## config.mk

```make
export PLATFORM = sky130hd
export DESIGN_NAME = plq_ram
export DESIGN_NICKNAME = d
export VERILOG_FILES = /design/src/rtl/plq_ram.sv
export SDC_FILE = /design/constraint.sdc
export NUM_CORES = 2
export LEC_CHECK = 0
export BUFFER_PORTS_ARGS = -buffer_cell sky130_fd_sc_hd__buf_4
export CAP_MARGIN = 20
export CORE_MARGIN = 1
export CORE_UTILIZATION = 30
export DETAILED_ROUTE_END_ITERATION = 10
export GPL_TIMING_DRIVEN = 0
export PLACE_DENSITY = 0.56
export SKIP_LAST_GASP = 1
export SLEW_MARGIN = 20
export SYNTH_ARGS = -nofsm -noshare
export SYNTH_HDL_FRONTEND = slang
export SYNTH_SLANG_ARGS = --single-unit
```

## constraint.sdc

```tcl
create_clock -name clk -period 5.5 [get_ports clk]
set_clock_uncertainty 0.15 [all_clocks]
set_input_delay 0.55 -clock clk [delete_from_list [all_inputs] [get_ports clk]]
set_output_delay 0.55 -clock clk [all_outputs]
set_load 0.01 [all_outputs]
```

## src/rtl/plq_ram.sv

```systemverilog
module plq_ram #(
    parameter int DEPTH = 256,
    parameter int WIDTH = 8
) (
    input  logic                     clk,
    input  logic                     we,
    input  logic [$clog2(DEPTH)-1:0] waddr,
    input  logic [WIDTH-1:0]         wdata,
    input  logic [WIDTH-1:0]         wmask,
    input  logic                     re,
    input  logic [$clog2(DEPTH)-1:0] raddr,
    output logic [WIDTH-1:0]         rdata
);

    logic [WIDTH-1:0] mem [DEPTH];
    logic [WIDTH-1:0] rdata_reg;

    // bit-masked write: only the selected fields of an entry change
    always_ff @(posedge clk)
    begin
        if (we)
        begin
            for (int i = 0; i < WIDTH; i++)
            begin
                if (wmask[i])
                begin
                    mem[waddr][i] <= wdata[i];
                end
            end
        end
        if (re)
        begin
            rdata_reg <= mem[raddr];
        end
    end

    assign rdata = rdata_reg;

endmodule

```

# Yosys cells after proc, flatten, opt, wreduce, memory -nomap -nowiden
# Memories as Yosys holds them, arrays and structs flattened. A register that Yosys moved wholly into a read port is not among the register bits.
# Cells that the tools add are included.
# word_totals
reg_bits	0
ramBits	2048
input_bits	35
output_inout_bits	8
word_cells	25
n_memories	1
# op_classes
n_mux	24
# memory_table
name	words	width	rd	rd_ports_with_merged_regs	write_ports	line_no	rtl
mem	256	8	1	1	1	15	logic [WIDTH-1:0] mem [DEPTH];
# op_table
operator	n
$mux 1	24

# Logic depth before layout (Yosys ltp)
# logic_depth
word_depth	3
depth_mapped	11
depth_no_buf	6

# Worst setup path after synthesis
# OpenSTA, ideal clock, no wires.
# synth_timing
path_type	input port to flip-flop
from	input port raddr[0]
to	register rdata_reg[0], in the netlist rdata[0], read port of mem, data pin
setup_ps	264
t_arrival_ps	2175
required_ps	5086
path_slack_ps	2910
stages	8
path_buffers	3
cell_sequence	buf_6 > buf_8 > buf_4 > mux4_2 > a221oi_1 > o22ai_1 > a211oi_1 > nor4_1
# synth_lines
item	line_no	rtl
start, declared	11	input logic [$clog2(DEPTH)-1:0] raddr,
end, declared	16	logic [WIDTH-1:0] rdata_reg;

==> results.md <==
- The leading cell type in the layout, fill and taps excluded is nor2_1.
- Summed over all cells, the static leakage comes to 30.95 nW.
- The number of nets still failing antenna checks after routing is 0.
- The library cell contributing the largest single delay on the critical path is a211oi_1.
- The via density per instance is 5.491.
- The per-cell routed wire length is 30.78 um.
- The global router's overall resource usage is 21.39%.
- The final number of max-transition violations is 0.
- The synthesized area per cell is 14.68 um^2.
- The share of post-route cells with drive strength above 1 is 15.81%.
- The most used flip-flop cell after synthesis is edfxtp_1.
- The minimum period implied by the final worst setup slack is 4.827 ns.
- Detailed routing inserted a total of 57,050 vias.
- The worst setup timing slack at the placement stage is -0.07851 ns.
- In the synthesized netlist, the number of instances is 5,987.
- The total wire length is 319.8 mm.
- Setup repair after global routing left no endpoint under its margin.
- The fill cell instance count of the final layout is 28,090.
- The endpoint identified for the worst register-to-register timing path is rdata[3].
- The floorplan die area is 0.2952 mm^2.
- The final hold violation count was 0.
- In this run the standard cell core region covers 0.2911 mm^2.
- The first-pass GRT wire length is 435.4 mm.
- The end of the critical path is rdata[3].
- The signal on the critical path passes through buf_4 > clkbuf_1 > inv_1 > nand2_1 > clkbuf_1 > o22ai_1 > a211oi_1 > nor4_2.
- The floorplan has 198 rows.
- The launching instance or port of the critical path is raddr[5].
- The number of cells on the worst reg-to-reg path is 6.
- The post-DP HPWL is 226.0 mm.
- TritonCTS created 210 clock buffers.
- The CTS tree is done.
- The register with the most flip-flops in the layout has 2,048 of them.
- The most numerous cell on the critical path is clkbuf_1.
- The post-synthesis cell type count is 53.
- At the worst endpoint, the arrival time is 5.20 ns.
- The number of violations reported at the end of detailed-routing iteration 0 is 9,378.
- In this run, synthesis inferred 2,056 flip-flops with an integrated enable.
- The via count of the first global-routing pass was 55,290.
- The overall overflow remaining after global route is 0.
- 43 I/O pins were placed.
- Of the available clock period, the critical path in the final layout requires 87.77%.
- The final setup violation count is 0.
- The clock-pin slew on the worst setup and hold paths is 0.06 ns.
- The H-tree was split into 4 levels.
- The launch point of the worst reg-to-reg path is mem[171][3].
- The flow ran to the end, and the final reports show no timing, DRC or antenna violations.
- In the layout the commonest cells are nor2_1, edfxtp_1, mux4_2, clkbuf_1, nand2_1.
- The count of clock tree sinks is 2,056.
- The total power consumption of the routed design is 0.03381 W.
- Entering global routing, the biggest net connects 130 pins.
- The overall die width is 543.3 um.
- Headroom to the max-slew limit came out at 12.28%.
- At the end of routability-driven placement, the weighted congestion stood at 0.9726.
- The category of the worst setup path launch point is an input pin.
- Max-cap violations in this run came to 0.
- The largest voltage drop on the vdd net is 395.3 uV.
- The synthesis-to-finish area growth is 15.25%.
- For this run, the number of Yosys warnings is 0.
- At the worst endpoint, the required time is 5.87 ns.
- The synthesized net count is 6,022.
- The critical path in this run is classified as in2reg.
- The pre-antenna-repair detailed-routing pass consisted of 8 iterations.
- The category of the worst setup path capture point is a flip-flop.
- At the pin with the least slew margin, the transition time is 1.304 ns.
- For this run, the register share of the synthesized area comes to 70.23%.
- The slack of the worst reg-to-reg path is 1.68 ns.
- In this run the worst path has a maximum fanout of 10.
- The number of port buffers is 39.
- For this run, asynchronously set or reset flops after synthesis account for 0%.
- The floorplan step set the die height to 543.3 um.
- Power spread over the standard cell area amounts to 333.8 mW/mm^2.
- The post-synth design cell area is 0.08791 mm^2.
- The master cell of the clock root buffer is clkbuf_16.
- Once the clock tree was built, the resizer swapped 0 gates to a different size.
- The delay of the slowest cell on the worst path is 1.03 ns.
- The type of the worst min-delay path is in2reg.
- The maximum number of buffers from clock root to sink is 3.
- The post-layout worst setup margin is 0.6728 ns.
- In this run, synthesis produced a sequential element count of 2,056.
- The latest clock arrival within the worst-skew pair is 0.92 ns.
- After detailed routing, the number of remaining DRC violations is 0.
- For this configuration, the core starts out at a cell density of 30.20%.
- The maximum achievable frequency is 207.2 MHz.
- The initial antenna violation count is 23.
- In the final design database the tool counted 6,340 nets.
area by class of cell:
class / count / area, um^2 / share of cell area, %
timing repair buffer: 106 / 1580 / 1.560
buffer: 447 / 2287 / 2.258
sequential: 2056 / 61740 / 60.94
antenna: 19 / 47.55 / 0.04693
multi-input combinational: 3480 / 24110 / 23.80
tap: 3900 / 4880 / 4.816
inverter: 4 / 15.01 / 0.01482
clock inverter: 116 / 1161 / 1.146
clock buffer: 262 / 5493 / 5.421
timing repair:
item / CTS / global route
hold buffers: 8 / 0
buffers inserted: 0 / 0
hold endpoints to repair: 363 / 0
setup endpoints to repair: 0 / 0
worst max-delay path: cells and delay by family:
kind / cells / cell delay [ns]
buffers and inverters: 4 / 2.44
AO/OA/AOI/OAI: 2 / 1.41
AND/OR/NAND/NOR: 2 / 0.77
power by group:
| group | leakage, nW | switching, W | total [W] | internal [W] |
|---|---|---|---|---|
| logic | 9.24 | 0.00181 | 0.00246 | 0.000649 |
| registers | 18.5 | 0.00000606 | 0.0173 | 0.0173 |
| clock network | 3.22 | 0.00630 | 0.0141 | 0.00779 |
| total | 30.9 | 0.00811 | 0.0338 | 0.0257 |
per-stage QoR:
stage               cells  util (%)  setup TNS, ns  area (um^2)  hold WS (ns)
finish              10390     34.81              0       101300       0.04532
global route        10380     34.79              0       101300       0.06790
CTS                 10370     34.78              0       101200       0.02706
detailed placement   9985     32.47        -0.1212        94510        0.6890
global placement     9926     31.98         -49.69        93080        0.6717
floorplan            5987         -              0        87910        0.4989
routing by layer:
layer / part of all wire [%] / routed length (um) / vias up / GRT usage [%]
met5: 0.0041 / 13 / - / 0
met1: 37 / 118300 / 29600 / 27.17
li1: - / - / 22950 / -
met3: 12 / 39420 / 762 / 6.366
met4: 6.2 / 19980 / 2 / 12.00
met2: 44 / 142000 / 3736 / 32.55
worst min-delay path by stage:
stage               cells after the start      from          end  slack (ns)
floorplan                               0  wdata[0]    mem[0][0]        0.50
global placement                        1        re     rdata[1]        0.67
detailed placement                      1        re     rdata[3]        0.69
CTS                                     1  wdata[6]  mem[171][6]        0.03
global route                            1  wdata[6]  mem[171][6]        0.07
finish                                  1  wdata[6]  mem[165][6]        0.05
Yosys cell counts (5+ instances only):
master,n,area share [%]
buf_1,54,0.23
mux4_2,446,11
edfxtp_1,2056,70
nand2_1,290,1.2
buf_8,17,0.29
and2_1,5,0.036
a22oi_1,159,1.4
nor2_1,2086,8.9
mux2_2,5,0.064
nor2b_1,7,0.050
buf_6,8,0.10
o21ai_1,13,0.074
buf_2,35,0.20
a211oi_1,15,0.13
clkbuf_1,290,1.2
o221ai_1,34,0.34
o21ai_0,9,0.051
nor4_1,30,0.21
buf_12,7,0.16
buf_4,36,0.31
a21boi_0,14,0.12
o22ai_1,23,0.16
mux2i_1,135,1.5
nor3_1,29,0.17
a21oi_1,83,0.47
nand2b_1,12,0.085
a221oi_1,25,0.25
a22o_1,12,0.12
o211ai_1,8,0.068
kinds of logic (layout without fill, tap and decap cells):
family                 after synthesis  after routing  share of synthesized area (%)
and+or+nand+nor                   2477           2477                          10.83
muxes                              586            586                          13.03
buffers and inverters              451            935                          2.545
AOI/OAI and AO/OA                  417            417                          3.366
DFF                               2056           2056                          70.23
other                                0             19                              0
Note: power is estimated with default switching activity, not from simulation.
